$ cat src/design/etfp_pkg.sv
// shared types, constants and fixed-point helpers of the escape-time point unit
package etfp_pkg;

   localparam int FRAC_BITS = 28;
   localparam int ITER_BITS = 12;
   localparam int MODE_BITS = 3;
   localparam int CNT_BITS  = ITER_BITS + 1;
   localparam int PT_BITS   = FRAC_BITS + 4;
   localparam int CSR_DW    = 32;
   localparam int CSR_IW    = 2;

   // orbit value width and intermediate widths
   localparam int ZBITS = FRAC_BITS + 4;
   localparam int PRODW = 2 * ZBITS;
   localparam int SUMW  = PRODW - FRAC_BITS + 2;
   localparam int DW    = ZBITS + 1;
   localparam int CPW   = DW + ZBITS;
   localparam int TW    = ZBITS + 2;
   localparam int VW    = 2 * TW - FRAC_BITS + 1;

   localparam logic [ITER_BITS-1:0] LIMIT_RESET = ITER_BITS'(50);

   // mode bit positions
   localparam int MODE_JULIA = 0;
   localparam int MODE_TRAP  = 1;
   localparam int MODE_SHIP  = 2;

   typedef enum logic [CSR_IW-1:0] {
      CSR_LIMIT   = 2'd0,
      CSR_MODE    = 2'd1,
      CSR_JULIA_RE = 2'd2,
      CSR_JULIA_IM = 2'd3
   } csr_index_type;

   typedef logic signed [ZBITS-1:0] z_type;
   typedef logic signed [SUMW-1:0]  sum_type;

   localparam longint ONE_Q = longint'(1) <<< FRAC_BITS;

   localparam z_type Z_MAX  = z_type'({1'b0, {(ZBITS-1){1'b1}}});
   localparam z_type Z_MIN  = z_type'({1'b1, {(ZBITS-1){1'b0}}});
   localparam z_type K_ONE  = z_type'(ONE_Q);
   localparam z_type K_FOUR = z_type'(4 * ONE_Q);
   localparam z_type K_0P4  = z_type'((4 * ONE_Q + 5) / 10);
   localparam z_type K_0P6  = z_type'((6 * ONE_Q + 5) / 10);
   localparam z_type K_0P2  = z_type'((2 * ONE_Q + 5) / 10);
   localparam z_type K_1P2  = z_type'((12 * ONE_Q + 5) / 10);
   localparam z_type K_1P5  = z_type'((15 * ONE_Q + 5) / 10);
   localparam z_type K_0P7  = z_type'((7 * ONE_Q + 5) / 10);
   localparam z_type K_1P1  = z_type'((11 * ONE_Q + 5) / 10);
   localparam z_type K_0P05 = z_type'((5 * ONE_Q + 50) / 100);

   // trap value scaling: t = floor(floor(val * limit * 20 / 2^frac) / 3)
   localparam int TVW = $clog2((5 * ONE_Q + 50) / 100);
   localparam int XW  = TVW + ITER_BITS + 5;
   localparam int HW  = XW - FRAC_BITS;
   localparam int DIV3_SHIFT = 16;
   localparam logic [DIV3_SHIFT-1:0] DIV3_MUL =
      DIV3_SHIFT'((longint'(1) <<< DIV3_SHIFT) / 3 + 1);

   typedef struct packed {
      logic signed [PT_BITS-1:0] point_re;
      logic signed [PT_BITS-1:0] point_im;
   } req_type;

   typedef struct packed {
      logic signed [CNT_BITS-1:0] escape_count;
      logic                       trapped;
   } rsp_type;

   typedef struct packed {
      logic [ITER_BITS-1:0] limit;
      logic [MODE_BITS-1:0] mode;
      z_type                julia_c_re;
      z_type                julia_c_im;
   } cfg_type;

   // one classified point: start of the orbit and the added constant
   typedef struct packed {
      z_type zr0;
      z_type zi0;
      z_type cr;
      z_type ci;
   } job_type;

   function automatic z_type sat_z(input sum_type v);
      logic hi_ones;
      logic hi_zeros;
      hi_ones  = &v[SUMW-1:ZBITS-1];
      hi_zeros = ~|v[SUMW-1:ZBITS-1];
      if (hi_ones || hi_zeros) begin
         return z_type'(v[ZBITS-1:0]);
      end else if (v[SUMW-1]) begin
         return Z_MIN;
      end else begin
         return Z_MAX;
      end
   endfunction

   function automatic z_type abs_z(input z_type v);
      if (!v[ZBITS-1]) begin
         return v;
      end else if (v == Z_MIN) begin
         return Z_MAX;
      end else begin
         return -v;
      end
   endfunction

endpackage

$ cat src/design/etfp_front.sv
// request front end: accepts points and sets up the orbit start and constant
module etfp_front import etfp_pkg::*; (
   input  logic    reset,
   input  logic    start,
   input  req_type req_point,
   input  cfg_type cfg,
   input  logic    queue_full,
   output logic    busy,
   output logic    push,
   output job_type push_job
);

   logic julia;

   assign julia = cfg.mode[MODE_JULIA];
   assign busy  = queue_full | reset;
   assign push  = start & ~busy;

   always_comb begin
      if (julia) begin
         push_job.zr0 = z_type'(req_point.point_re);
         push_job.zi0 = z_type'(req_point.point_im);
         push_job.cr  = cfg.julia_c_re;
         push_job.ci  = cfg.julia_c_im;
      end else begin
         push_job.zr0 = '0;
         push_job.zi0 = '0;
         push_job.cr  = z_type'(req_point.point_re);
         push_job.ci  = z_type'(req_point.point_im);
      end
   end

endmodule

$ cat config.mk
export PLATFORM = sky130hd
export DESIGN_NAME = etfp_front
export DESIGN_NICKNAME = d
export VERILOG_FILES = /design/src/design/etfp_pkg.sv /design/src/design/etfp_front.sv
export SDC_FILE = /design/constraint.sdc
export NUM_CORES = 1
export LEC_CHECK = 0
export BUFFER_PORTS_ARGS = -buffer_cell sky130_fd_sc_hd__buf_2
export CAP_MARGIN = 30
export CORE_AREA = 2 2 108 110
export DETAILED_ROUTE_END_ITERATION = 6
export DIE_AREA = 0 0 110 112
export PLACE_DENSITY = 0.52
export SLEW_MARGIN = 20
export SYNTH_ARGS = -nofsm -noshare
export SYNTH_HDL_FRONTEND = slang
export SYNTH_SLANG_ARGS = --single-unit
$ cat constraint.sdc
create_clock -name vclk -period 0.9
set_input_delay 0.135 -clock vclk [all_inputs]
set_output_delay 0.135 -clock vclk [all_outputs]
set_load 0.05 [all_outputs]
==> results.md <==
- Outcome: finished, violations left
- Failing checks: setup timing
- Average detailed-routed wire length per instance: 14.9 um
- Part of the cycle the worst path needs: 116%
- Number of clock buffers in the layout: 0
- Via count of the first global-routing pass: 2277
- Die width: 110 um
- Commonest cells in the netlist: and2_1 (64), mux2_4 (56), mux2_2 (8), buf_6 (7), clkbuf_1 (4)
- Worst path top cell family by delay: buffers and inverters
- Yosys warns: 0
- Max Freq: 961 MHz
- Antenna Violating Nets Remaining: 0
- Netlist area before placement: 0.00145 sq mm
- Non-filler cells, final: between 500 and 600
- Library cell with the largest summed area after synthesis: mux2_4
- Crit path arrival time: 0.91 ns
- GRT Residual Overflow: 0
- DP Cell Count: 541
- Power Density: roughly 860 mW/mm^2
- Area delta synth->final: 186%
- Syn_nets: a little under 300
- Fin nets: 554
- Top-area cell type share of the netlist area: 57.8%
- Buffers and inverters on the worst path: 3
- Final routed DRC violation total: 0
- Critical path depth in cells: 4
- Wire length of the first global-routing pass: 11800 um
- Critical Path Fanout Max: 13
- Area of the multi-input gates: about 0.0015 sq mm
- Share of layout cells above drive strength 1: 100%
- Storage element area: 0 sq um
- Die Outline Area: 0.0123 sq mm
- First drt pass iteration count: 4
- Unrepaired setup endpoints after global routing: true
- Hold buffer count at CTS: 0
- WS Path Type: input port to primary output
- Final RePlAce weighted congestion: between 0.7 and 0.8
- Critical Path, Cell by Cell: buf_16, buf_16, mux2_4, buf_6
- Number of inserted filler cells in the final layout: ~1100
- Worst setup timing slack at the placement stage: -0.367 ns
- Post-DR vias/cell: 3.90
- Slew at the pin closest to its max-slew limit: 0.246 ns
- First DRT Iteration DRCs: 54
- Type of the tightest min-delay check: input port to primary output
- Antenna violations before repair: 0
- Most numerous cell in the Yosys netlist: and2_1
- Delay contributed by the slowest stage of the critical path: ~0.32 ns
- Placeable core area: 0.0112 sq mm
- Peak supply drop: 325 uV
- Sequential area share after synthesis: 0%
- Cell with the biggest individual delay on the critical path: mux2_4
- Initial Util: 13.0%
- Top routing layer in use: met4
- Post-route minimum period: ~1.0 ns
- Number of I/O pins: 276
- Final setup slack of the worst path: -0.141 ns
- Met1 wire length: about 2900 um
- Final hold violations: 0
- Unique cell type count in the Yosys netlist: 8
- Cells after synthesis: 144
- Maximum number of pins on one net before global-route repair: 27
- Site row count: 39
- Most used cell along the critical path: buf_16
- Detail Route met2 WL: 4740 um
- Detailed Place HPWL: around 5600 um
- Leading cell types by total area after synthesis: mux2_4 (58%), and2_1 (28%), mux2_2 (6.2%), buf_6 (5.4%), buf_2 (1.0%)
- Layout Utilization: approximately 37%
- Count of vias placed by the detailed router: 2143
- Hold Path Depth: 3
- Number of pins with negative max-slew slack in the final report: 0
- Met3 Wirelength: 498 um
- Crit. End Element: primary output
- Synth Area per Inst: ~10 sq um
- CP Data Required Time: around 0.76 ns
- Total detailed-routing wirelength: roughly 8200 um
- Final setup violation count: 114
- Cell leakage power: ~2.3 nW
- Height of the chip: 112 um
- Count of input and output buffers: roughly 260
- Worst relative slew slack: 83.7%
- N_diodes: 0
- Flip-flop and latch count: 0
- Max_cap viols: 0
- Tot GR Track Use: 12.0%
- Startpoint class of the critical path: input port
-- cell usage in the layout (no fill, tap or decap) --
cell,count
bufbuf_16,2
buf_16,8
mux2_2,3
mux2_4,61
and2_4,42
clkbuf_4,2
nor3b_2,1
buf_2,133
or2_2,1
and2_2,22
buf_12,2
buf_6,118
buf_4,3
buf_8,8
-- final cells by class --
type                       instances  area share (%)
tap                              143            4.30
multi-input combinational        130            36.1
timing repair buffer             276            59.6
-- path summary, 6_finish.rpt --
check	from	slack (ns)	end
setup / recovery	cfg[64]	-0.14	push_job[20]
hold / removal	queue_full	0.59	push
-- through the flow --
stage | power (W) | hold WS (ns) | area, sq um | setup TNS [ns]
2_1_floorplan | 0.00213 | 0.371 | 1610 | -2.32
3_3_place_gp | 0.00278 | 0.593 | 3050 | -32.80
3_5_place_dp | 0.00280 | 0.596 | 3050 | -34.45
4_1_cts | 0.00355 | 0.596 | 4150 | -14.44
5_1_grt | 0.00369 | 0.605 | 4160 | -16.00
6_report | 0.00356 | 0.593 | 4160 | -13.42
-- power by group --
part	internal (W)	total [W]	switching, W
clock network	0	0	0
registers	0	0	0
logic	0.00157	0.00356	0.00199
-- routing by layer --
metal / track usage [%] / vias to the layer above
met2: 24.6 / 113
met1: 13.4 / 1011
li1: - / 1013
met5: 0 / -
met3: 0.995 / 6
met4: 1.10 / 0
-- what timing repair did --
action | in CTS | in global routing
gates cloned | 8 | 0
setup buffers | 1 | 0
endpoints found under the setup margin | 128 | 125
gates resized for setup | 271 | 11
-- logic make-up after synthesis --
| logic type | count (synthesis) | synth area share, % |
|---|---|---|
| AND/OR/NAND/NOR | 66 | 28.5 |
| multiplexers | 64 | 64.0 |
| buffers and inverters | 14 | 7.49 |
(Power assumes the default switching activity.)
