## src/design/etfp_pkg.sv

```systemverilog
// shared types, constants and fixed-point helpers of the escape-time point unit
package etfp_pkg;

   localparam int FRAC_BITS = 28;
   localparam int ITER_BITS = 12;
   localparam int MODE_BITS = 3;
   localparam int CNT_BITS  = ITER_BITS + 1;
   localparam int PT_BITS   = FRAC_BITS + 4;
   localparam int CSR_DW    = 32;
   localparam int CSR_IW    = 2;

   // orbit value width and intermediate widths
   localparam int ZBITS = FRAC_BITS + 4;
   localparam int PRODW = 2 * ZBITS;
   localparam int SUMW  = PRODW - FRAC_BITS + 2;
   localparam int DW    = ZBITS + 1;
   localparam int CPW   = DW + ZBITS;
   localparam int TW    = ZBITS + 2;
   localparam int VW    = 2 * TW - FRAC_BITS + 1;

   localparam logic [ITER_BITS-1:0] LIMIT_RESET = ITER_BITS'(50);

   // mode bit positions
   localparam int MODE_JULIA = 0;
   localparam int MODE_TRAP  = 1;
   localparam int MODE_SHIP  = 2;

   typedef enum logic [CSR_IW-1:0] {
      CSR_LIMIT   = 2'd0,
      CSR_MODE    = 2'd1,
      CSR_JULIA_RE = 2'd2,
      CSR_JULIA_IM = 2'd3
   } csr_index_type;

   typedef logic signed [ZBITS-1:0] z_type;
   typedef logic signed [SUMW-1:0]  sum_type;

   localparam longint ONE_Q = longint'(1) <<< FRAC_BITS;

   localparam z_type Z_MAX  = z_type'({1'b0, {(ZBITS-1){1'b1}}});
   localparam z_type Z_MIN  = z_type'({1'b1, {(ZBITS-1){1'b0}}});
   localparam z_type K_ONE  = z_type'(ONE_Q);
   localparam z_type K_FOUR = z_type'(4 * ONE_Q);
   localparam z_type K_0P4  = z_type'((4 * ONE_Q + 5) / 10);
   localparam z_type K_0P6  = z_type'((6 * ONE_Q + 5) / 10);
   localparam z_type K_0P2  = z_type'((2 * ONE_Q + 5) / 10);
   localparam z_type K_1P2  = z_type'((12 * ONE_Q + 5) / 10);
   localparam z_type K_1P5  = z_type'((15 * ONE_Q + 5) / 10);
   localparam z_type K_0P7  = z_type'((7 * ONE_Q + 5) / 10);
   localparam z_type K_1P1  = z_type'((11 * ONE_Q + 5) / 10);
   localparam z_type K_0P05 = z_type'((5 * ONE_Q + 50) / 100);

   // trap value scaling: t = floor(floor(val * limit * 20 / 2^frac) / 3)
   localparam int TVW = $clog2((5 * ONE_Q + 50) / 100);
   localparam int XW  = TVW + ITER_BITS + 5;
   localparam int HW  = XW - FRAC_BITS;
   localparam int DIV3_SHIFT = 16;
   localparam logic [DIV3_SHIFT-1:0] DIV3_MUL =
      DIV3_SHIFT'((longint'(1) <<< DIV3_SHIFT) / 3 + 1);

   typedef struct packed {
      logic signed [PT_BITS-1:0] point_re;
      logic signed [PT_BITS-1:0] point_im;
   } req_type;

   typedef struct packed {
      logic signed [CNT_BITS-1:0] escape_count;
      logic                       trapped;
   } rsp_type;

   typedef struct packed {
      logic [ITER_BITS-1:0] limit;
      logic [MODE_BITS-1:0] mode;
      z_type                julia_c_re;
      z_type                julia_c_im;
   } cfg_type;

   // one classified point: start of the orbit and the added constant
   typedef struct packed {
      z_type zr0;
      z_type zi0;
      z_type cr;
      z_type ci;
   } job_type;

   function automatic z_type sat_z(input sum_type v);
      logic hi_ones;
      logic hi_zeros;
      hi_ones  = &v[SUMW-1:ZBITS-1];
      hi_zeros = ~|v[SUMW-1:ZBITS-1];
      if (hi_ones || hi_zeros) begin
         return z_type'(v[ZBITS-1:0]);
      end else if (v[SUMW-1]) begin
         return Z_MIN;
      end else begin
         return Z_MAX;
      end
   endfunction

   function automatic z_type abs_z(input z_type v);
      if (!v[ZBITS-1]) begin
         return v;
      end else if (v == Z_MIN) begin
         return Z_MAX;
      end else begin
         return -v;
      end
   endfunction

endpackage

```

## src/design/etfp_fifo.sv

```systemverilog
// small request queue between the front end and the iteration engine
module etfp_fifo import etfp_pkg::*; #(
   parameter int DEPTH = 2
) (
   input  logic    clock,
   input  logic    reset,
   input  logic    push,
   input  job_type push_job,
   input  logic    pop,
   output logic    full,
   output logic    empty,
   output job_type pop_job
);

   localparam int PTRW = (DEPTH > 1) ? $clog2(DEPTH) : 1;
   localparam int CNTW = $clog2(DEPTH + 1);
   localparam logic [PTRW-1:0] LAST = PTRW'(DEPTH - 1);

   job_type         slot_ff [DEPTH];
   logic [PTRW-1:0] wr_ptr_ff, wr_ptr_in;
   logic [PTRW-1:0] rd_ptr_ff, rd_ptr_in;
   logic [CNTW-1:0] fill_ff, fill_in;

   assign full    = (fill_ff == CNTW'(DEPTH));
   assign empty   = (fill_ff == '0);
   assign pop_job = slot_ff[rd_ptr_ff];

   always_comb begin
      wr_ptr_in = wr_ptr_ff;
      rd_ptr_in = rd_ptr_ff;
      fill_in   = fill_ff;
      if (push) begin
         wr_ptr_in = (wr_ptr_ff == LAST) ? '0 : wr_ptr_ff + 1'b1;
      end
      if (pop) begin
         rd_ptr_in = (rd_ptr_ff == LAST) ? '0 : rd_ptr_ff + 1'b1;
      end
      if (push && !pop) begin
         fill_in = fill_ff + 1'b1;
      end else if (pop && !push) begin
         fill_in = fill_ff - 1'b1;
      end
   end

   always_ff @(posedge clock) begin
      if (reset) begin
         wr_ptr_ff <= '0;
         rd_ptr_ff <= '0;
         fill_ff   <= '0;
      end else begin
         wr_ptr_ff <= wr_ptr_in;
         rd_ptr_ff <= rd_ptr_in;
         fill_ff   <= fill_in;
      end
   end

   always_ff @(posedge clock) begin
      if (push) begin
         slot_ff[wr_ptr_ff] <= push_job;
      end
   end

endmodule

```

## config.mk

```make
export PLATFORM = sky130hd
export DESIGN_NAME = etfp_fifo
export DESIGN_NICKNAME = d
export VERILOG_FILES = /design/src/design/etfp_pkg.sv /design/src/design/etfp_fifo.sv
export SDC_FILE = /design/constraint.sdc
export NUM_CORES = 1
export LEC_CHECK = 0
export BUFFER_PORTS_ARGS = -buffer_cell sky130_fd_sc_hd__clkbuf_2
export CELL_PAD_IN_SITES_DETAIL_PLACEMENT = 1
export CELL_PAD_IN_SITES_GLOBAL_PLACEMENT = 2
export CORE_ASPECT_RATIO = 0.8
export CORE_MARGIN = 2
export CORE_UTILIZATION = 38
export CTS_CLUSTER_SIZE = 28
export DETAILED_ROUTE_END_ITERATION = 10
export PLACE_DENSITY = 0.79
export SYNTH_ARGS = -nofsm -noshare
export SYNTH_HDL_FRONTEND = slang
export SYNTH_SLANG_ARGS = --single-unit
```

## constraint.sdc

```tcl
create_clock -name clock -period 12.5 [get_ports clock]
set_input_delay 3.75 -clock clock [delete_from_list [all_inputs] [get_ports clock]]
set_output_delay 3.75 -clock clock [all_outputs]
set_load 0.03 [all_outputs]
```

==> results of run 1 <==
[placed cells by master, fill, tap and decap left out, types with 2 or more instances in the layout]
master,instances
dfxtp_1,4
edfxtp_1,256
xor2_1,2
bufinv_16,3
clkbuf_16,29
clkinv_2,2
clkbuf_2,261
clkbuf_1,5
buf_4,4
clkinv_1,10
nor2_1,5
xnor2_1,2
mux2_2,128
[Yosys cell counts, drive strengths merged]
cell,number
nor2,5
and2,1
a21oi,1
mux2,128
edfxtp,256
nor2b,1
buf,14
xor2,2
dfxtp,5
or3,1
ha,1
and2b,1
o21ai,1
inv,1
xnor2,2
[worst max-delay path: cells and delay by family, from the launching register on]
kind	cells	cell delay, ns
DFF	1	0.85
muxes	1	0.44
buffers and inverters	2	1.06
[logic make-up after synthesis]
logic type	after synthesis	share of synthesized area
AND/OR/NAND/NOR	9	0.00488
AO/OA/AOI/OAI	2	0.00105
XOR/XNOR	4	0.00369
flip-flops	261	0.821
multiplexers	128	0.152
adder cells (fa/ha/maj)	1	0.00132
buffers and inverters	15	0.0166
[worst max-delay path by stage]
stage / slack (ns) / end / depth (start not counted) / start
after global routing: 5.59 / pop_job[45] / 3 / flop
final: 5.84 / pop_job[120] / 3 / flop
after CTS: 5.71 / pop_job[45] / 3 / flop
after floorplan: 2.57 / slot_ff[0][0]$_DFFE_PP_ / 1 / push
after global placement: 6.33 / pop_job[83] / 3 / flop
after detailed placement: 6.29 / pop_job[83] / 3 / flop
[power by group]
part           internal [mW]  switching [mW]  total, mW
registers               1.02          0.0201       1.04
logic                 0.0937           0.181      0.274
clock network          0.481           0.321      0.801
total                   1.60           0.521       2.12
[cell type report]
type | instances | area (sq um) | area share
flip-flops and latches | 261 | 7790 | 0.651
multi-input cells | 144 | 1560 | 0.130
repair buffers | 265 | 1340 | 0.112
clock buffers | 34 | 744 | 0.0622
well taps | 318 | 398 | 0.0332
clock inverters | 16 | 146 | 0.0122
inverters | 1 | 3.75 | 0.000313
[sequential cells by signal, summed over array words and instances (netlist names), named ones only]
signal,count
fill_ff,2
rd_ptr_ff,1
slot_ff,256
wr_ptr_ff,1
[layer usage]
layer  part of all wire  vias up
met5                  0        -
met4              0.025        0
met3              0.080       39
met2               0.49      201
met1               0.41     2438
li1                   -     2232
==> run_summary.xml, run 1 <==
<?xml version="1.0" encoding="UTF-8"?>
<metrics>
  <group name="final_layout">
    <metric name="antenna_cells_inserted" unit="">0</metric>
    <metric name="final_core_utilization" unit="">0.490</metric>
    <metric name="area_growth" unit="%">26.2</metric>
    <metric name="stdcell_area" unit="sq um">12000</metric>
    <metric name="final_layout_size_suffix_gt1_frac" unit="">0.599</metric>
    <metric name="n_fill_cell" unit="">2362</metric>
    <metric name="design.final.nets" unit="">834</metric>
    <metric name="stdcell_count" unit="">1039</metric>
  </group>
  <group name="cts">
    <metric name="clock_tree.buffer_depth" unit="">3</metric>
    <metric name="clock_sinks" unit="">261</metric>
    <metric name="post_cts_resize_count" unit="">0</metric>
    <metric name="clk_latency" unit="ns">0.53</metric>
    <metric name="htree_num_levels" unit="">1</metric>
    <metric name="clock_buffer_count_from_cts" unit="">28</metric>
    <metric name="path_clk_slew" unit="ns">0.06</metric>
    <metric name="root_buffer" unit="">clkbuf_16</metric>
    <metric name="tritoncts" unit="">yes</metric>
    <metric name="cts_setup_buffers" unit="">0</metric>
    <metric name="cts_hold_buf" unit="">0</metric>
  </group>
  <group name="synth">
    <metric name="yosysTopAreaCell" unit="">edfxtp_1</metric>
    <metric name="post_synth.cell_area_avg" unit="sq um">22.6</metric>
    <metric name="synth_top_cell_area_share" unit="">0.810</metric>
    <metric name="synth-seq-area-share" unit="">0.821</metric>
    <metric name="postSynthRegisterBits" unit="">261</metric>
    <metric name="ys_types" unit="">16</metric>
    <metric name="syn-instance-count" unit="">420</metric>
    <metric name="syn_nets" unit="">553</metric>
    <metric name="ys_warn_count" unit="">0</metric>
    <metric name="synth.area.top_cells" unit="">edfxtp_1 81%, mux2_2 15%, buf_6 1.5%</metric>
    <metric name="netlist_area_before_placement" unit="sq um">9490</metric>
  </group>
  <group name="setup_path">
    <metric name="crit_path_cell_trace" unit="">buf_4 -&gt; mux2_2 -&gt; clkbuf_2</metric>
    <metric name="worstSetupStartpointType" unit="">flop</metric>
    <metric name="timing.critical_path.slowest_cell_delay" unit="ns">0.87</metric>
    <metric name="reg2regPathDepth" unit="">2</metric>
    <metric name="worstSetupEndpointType" unit="">output port</metric>
    <metric name="critical_path.slowest_cell" unit="">buf_4</metric>
    <metric name="reg2reg_from" unit="">wr_ptr_ff$_SDFFE_PP0P_</metric>
    <metric name="path_max_fanout" unit="">72</metric>
    <metric name="crit_required" unit="ns">8.75</metric>
    <metric name="timing.critical_path.arrival" unit="ns">2.91</metric>
    <metric name="worstSetupPathType" unit="">reg -&gt; out</metric>
    <metric name="r2r_setup_slack" unit="ns">10.10</metric>
    <metric name="worstReg2RegEnd" unit="">slot_ff[1][78]$_DFFE_PP_</metric>
  </group>
  <group name="placed_design">
    <metric name="dp_slack" unit="ns">6.29</metric>
    <metric name="buffer_ports.inserted" unit="">261</metric>
    <metric name="place_area" unit="sq um">11100</metric>
    <metric name="dpl.cell_count" unit="">989</metric>
    <metric name="detailed_place_hpwl" unit="mm">13.6</metric>
    <metric name="gpl.final_weighted_congestion" unit="">0.741</metric>
  </group>
  <group name="worst_hold_path">
    <metric name="holdCritStartpoint" unit="">fill_ff[1]$_SDFFE_PP0P_</metric>
    <metric name="worst_hold_path.num_cells" unit="">2</metric>
    <metric name="hold_class" unit="">reg -&gt; reg</metric>
    <metric name="hold-path-endpoint" unit="">fill_ff[1]$_SDFFE_PP0P_</metric>
  </group>
  <group name="pwr">
    <metric name="power-per-cell-area" unit="nW/um^2">177</metric>
    <metric name="p_total" unit="mW">2.12</metric>
    <metric name="vdd_ir_drop_max" unit="mV">0.116</metric>
    <metric name="power_leakage" unit="nW">4.52</metric>
  </group>
  <group name="timing">
    <metric name="final.period_utilization" unit="">0.533</metric>
    <metric name="rsz0062_at_grt" unit="">false</metric>
    <metric name="min_period" unit="ns">6.66</metric>
    <metric name="fin_hold_ws" unit="ns">0.531</metric>
    <metric name="timing.slew.headroom" unit="">0.357</metric>
    <metric name="tightest_slew" unit="ns">0.964</metric>
    <metric name="tns" unit="ns">0</metric>
    <metric name="timing.final.hold_violations" unit="">0</metric>
    <metric name="timing.final.max_slew_violations" unit="">0</metric>
    <metric name="setup_viol" unit="">0</metric>
    <metric name="final_critical_path_setup_slack" unit="ns">5.84</metric>
    <metric name="max_freq" unit="MHz">150</metric>
    <metric name="clk_skew" unit="ns">0.00799</metric>
  </group>
  <group name="global_route">
    <metric name="global_route.usage.met1" unit="">0.194</metric>
    <metric name="grt_start_max_net_pins" unit="">73</metric>
    <metric name="number_of_antenna_violations_at_the_first_check_in_global_routing" unit="">0</metric>
    <metric name="grt_util_met2" unit="">0.254</metric>
    <metric name="grt_first_pass_wirelength" unit="mm">31.5</metric>
    <metric name="grt.overflow.total" unit="">0</metric>
    <metric name="grt.total_usage" unit="">0.153</metric>
    <metric name="first_global_vias" unit="">5472</metric>
    <metric name="grt.busiest_layer" unit="">met2</metric>
    <metric name="met3_usage" unit="">0.0470</metric>
  </group>
  <group name="run_status">
    <metric name="run_status" unit="">finished, final reports clean</metric>
  </group>
  <group name="floorplanning">
    <metric name="die-height" unit="microns">145</metric>
    <metric name="row_count" unit="">51</metric>
    <metric name="fp.dieArea" unit="sq um">26300</metric>
    <metric name="floorplan.io_pins" unit="">262</metric>
    <metric name="floorplan.initialDensity" unit="">0.388</metric>
    <metric name="floorplan.core_area" unit="sq um">24400</metric>
    <metric name="die_w" unit="microns">181</metric>
  </group>
  <group name="drt">
    <metric name="postRouteWirelength" unit="mm">20.5</metric>
    <metric name="antenna_violating_nets_post_route" unit="">0</metric>
    <metric name="drt_first_iter_violations" unit="">185</metric>
    <metric name="detailedRoute.firstPassIterationCount" unit="">4</metric>
    <metric name="post_drt_wl_per_cell" unit="microns">19.8</metric>
    <metric name="num_vias" unit="">4910</metric>
    <metric name="vias_per_cell" unit="">4.73</metric>
    <metric name="route.detailed.drc" unit="">0</metric>
  </group>
  <group name="run">
    <metric name="max_cap_viol_count" unit="">0</metric>
  </group>
</metrics>
Note: power is estimated with default switching activity, not from simulation.
==> run 2, diff against run 1 <==
- clock period: 12.5 -> 6.2 ns (I/O delays scaled with it)
==> run_summary.xml, run 2 (same netlist as run 1, synthesis figures left out) <==
<?xml version="1.0" encoding="UTF-8"?>
<metrics>
  <group name="final_layout">
    <metric name="stdcell_area" unit="sq um">12000</metric>
    <metric name="most_flop_heavy_register" unit="">slot_ff</metric>
    <metric name="final_layout_size_suffix_gt1_frac" unit="">0.604</metric>
    <metric name="stdcell_count" unit="">1038</metric>
    <metric name="area_growth" unit="%">26.3</metric>
    <metric name="layout_common_cells" unit="">261 x clkbuf_2, 256 x edfxtp_1, 128 x mux2_2</metric>
    <metric name="registers_with_the_most_flip_flops" unit="">slot_ff x256, fill_ff x2</metric>
    <metric name="design.final.nets" unit="">832</metric>
    <metric name="final_common_cell" unit="">clkbuf_2</metric>
    <metric name="number_of_flip_flops_in_the_largest_register" unit="">256</metric>
  </group>
  <group name="setup_path">
    <metric name="reg2reg_from" unit="">wr_ptr_ff$_SDFFE_PP0P_</metric>
    <metric name="worstSetupEndpointType" unit="">output port</metric>
    <metric name="worstSetupStartpointType" unit="">flop</metric>
    <metric name="reg2regPathDepth" unit="">2</metric>
    <metric name="path_max_fanout" unit="">67</metric>
    <metric name="worstSetupPathType" unit="">reg -&gt; out</metric>
    <metric name="crit_required" unit="ns">4.34</metric>
    <metric name="critical_path.slowest_cell" unit="">dfxtp_4</metric>
    <metric name="timing.critical_path.slowest_cell_delay" unit="ns">0.93</metric>
    <metric name="timing.critical_path.arrival" unit="ns">2.50</metric>
    <metric name="crit_path_cell_trace" unit="">buf_12 -&gt; mux2_2 -&gt; clkbuf_2</metric>
  </group>
  <group name="worst_hold_path">
    <metric name="hold_class" unit="">reg -&gt; reg</metric>
    <metric name="holdCritStartpoint" unit="">fill_ff[1]$_SDFFE_PP0P_</metric>
    <metric name="worst_hold_path.num_cells" unit="">2</metric>
  </group>
  <group name="pwr">
    <metric name="p_int" unit="mW">3.21</metric>
    <metric name="power-per-cell-area" unit="nW/um^2">355</metric>
    <metric name="p_total" unit="mW">4.25</metric>
    <metric name="seq_power_share" unit="">0.495</metric>
    <metric name="power_leakage" unit="nW">4.51</metric>
    <metric name="total_switching_power" unit="mW">1.05</metric>
    <metric name="vdd_ir_drop_max" unit="mV">0.262</metric>
    <metric name="clock_power_share" unit="">0.375</metric>
    <metric name="switching_share" unit="">0.246</metric>
    <metric name="comb_power_share" unit="">0.130</metric>
  </group>
  <group name="timing">
    <metric name="rsz0062_at_grt" unit="">false</metric>
    <metric name="setup_viol" unit="">0</metric>
    <metric name="final.period_utilization" unit="">0.702</metric>
    <metric name="timing.final.max_slew_violations" unit="">0</metric>
    <metric name="tns" unit="ns">0</metric>
    <metric name="fin_hold_ws" unit="ns">0.523</metric>
    <metric name="timing.slew.headroom" unit="">0.377</metric>
    <metric name="max_freq" unit="MHz">230</metric>
    <metric name="timing.final.hold_violations" unit="">0</metric>
    <metric name="min_period" unit="ns">4.36</metric>
    <metric name="tightest_slew" unit="ns">0.934</metric>
    <metric name="clk_skew" unit="ns">0.00775</metric>
  </group>
  <group name="drt">
    <metric name="vias_per_cell" unit="">4.67</metric>
    <metric name="route.detailed.drc" unit="">0</metric>
    <metric name="num_vias" unit="">4851</metric>
    <metric name="postRouteWirelength" unit="mm">20.3</metric>
    <metric name="drt_first_iter_violations" unit="">261</metric>
    <metric name="antenna_violating_nets_post_route" unit="">0</metric>
    <metric name="detailedRoute.firstPassIterationCount" unit="">4</metric>
    <metric name="post_drt_wl_per_cell" unit="microns">19.6</metric>
  </group>
  <group name="run_status">
    <metric name="run_status" unit="">finished, final reports clean</metric>
  </group>
  <group name="cts">
    <metric name="clock_tree.buffer_depth" unit="">3</metric>
    <metric name="path_clk_slew" unit="ns">0.06</metric>
    <metric name="htree_num_levels" unit="">1</metric>
    <metric name="cts_setup_buffers" unit="">0</metric>
    <metric name="root_buffer" unit="">clkbuf_16</metric>
    <metric name="clock_sinks" unit="">261</metric>
    <metric name="clock_buffer_count_from_cts" unit="">27</metric>
    <metric name="cts_hold_buf" unit="">0</metric>
    <metric name="clk_latency" unit="ns">0.52</metric>
    <metric name="post_cts_resize_count" unit="">0</metric>
    <metric name="tritoncts" unit="">yes</metric>
  </group>
  <group name="floorplanning">
    <metric name="floorplan.initialDensity" unit="">0.388</metric>
    <metric name="row_count" unit="">51</metric>
    <metric name="die_w" unit="microns">181</metric>
    <metric name="floorplan.io_pins" unit="">262</metric>
    <metric name="fp.dieArea" unit="sq um">26300</metric>
    <metric name="floorplan.core_area" unit="sq um">24400</metric>
    <metric name="die-height" unit="microns">145</metric>
  </group>
  <group name="global_route">
    <metric name="grt.overflow.total" unit="">0</metric>
    <metric name="grt_first_pass_wirelength" unit="mm">31.1</metric>
    <metric name="first_global_vias" unit="">5454</metric>
    <metric name="number_of_antenna_violations_at_the_first_check_in_global_routing" unit="">2</metric>
    <metric name="grt.total_usage" unit="">0.152</metric>
    <metric name="grt_start_max_net_pins" unit="">129</metric>
  </group>
  <group name="placed_design">
    <metric name="gpl.final_weighted_congestion" unit="">0.710</metric>
    <metric name="buffer_ports.inserted" unit="">261</metric>
    <metric name="place_area" unit="sq um">11100</metric>
    <metric name="dpl.cell_count" unit="">988</metric>
    <metric name="detailed_place_hpwl" unit="mm">13.5</metric>
  </group>
  <group name="run">
    <metric name="max_cap_viol_count" unit="">0</metric>
  </group>
</metrics>
[run 2: cell types whose count changed in the layout (fill, tap and decap cells not counted), sizes merged]
| cell | before | now |
|---|---|---|
| clkinvlp | 0 | 3 |
| inv | 2 | 1 |
| diode | 0 | 1 |
| clkinv | 12 | 4 |
| clkbuf | 295 | 300 |
| buf | 4 | 3 |
[run 2: power by group through the flow]
stage / Sequential (mW) / Clock, mW / Combinational, mW
floorplan: 2.12 / 0 / 0.398
finish: 2.10 / 1.59 / 0.553
detailed placement: 2.14 / 0 / 0.559
global placement: 2.13 / 0 / 0.546
global route: 2.12 / 1.71 / 0.587
CTS: 2.11 / 1.64 / 0.562
[run 2: worst max-delay path: cells and delay by family (launching register included)]
kind	cells	cell delay (ns)
buf+inv	2	0.60
flops	1	0.93
mux	1	0.40
[run 2: area by class of cell]
class / count / area, sq um
Antenna cell: 1 / 2.50
Clock buffer: 39 / 741
Clock inverter: 10 / 131
Fill cell: 2343 / 12500
Inverter: 1 / 3.75
Multi-Input combinational cell: 144 / 1560
Sequential cell: 261 / 7790
Tap cell: 318 / 398
Timing Repair Buffer: 264 / 1370
[run 2: final timing paths]
path                            slack [ns]                        to
worst max-delay path                  1.84              pop_job[123]
worst min-delay path                  0.52   fill_ff[1]$_SDFFE_PP0P_
worst max register to register        4.15  slot_ff[1][48]$_DFFE_PP_
worst min register to register        0.52   fill_ff[1]$_SDFFE_PP0P_
[run 2: layer usage]
layer  up-vias  routed length (microns)  share of wire  track usage
li1       2228                        -              -            -
met1      2380                     8120           0.40        0.185
met2       203                     9520           0.47        0.244
met3        38                     2120           0.10       0.0671
met4         2                      541          0.027       0.0452
met5         -                       12        0.00059            0
[run 2: metrics by stage]
step	utilization	worst slack (ns)
2_1_floorplan	-	0.565
3_3_place_gp	0.455	2.35
3_5_place_dp	0.455	2.32
4_1_cts	0.490	1.76
5_1_grt	0.491	1.64
6_report	0.491	1.84
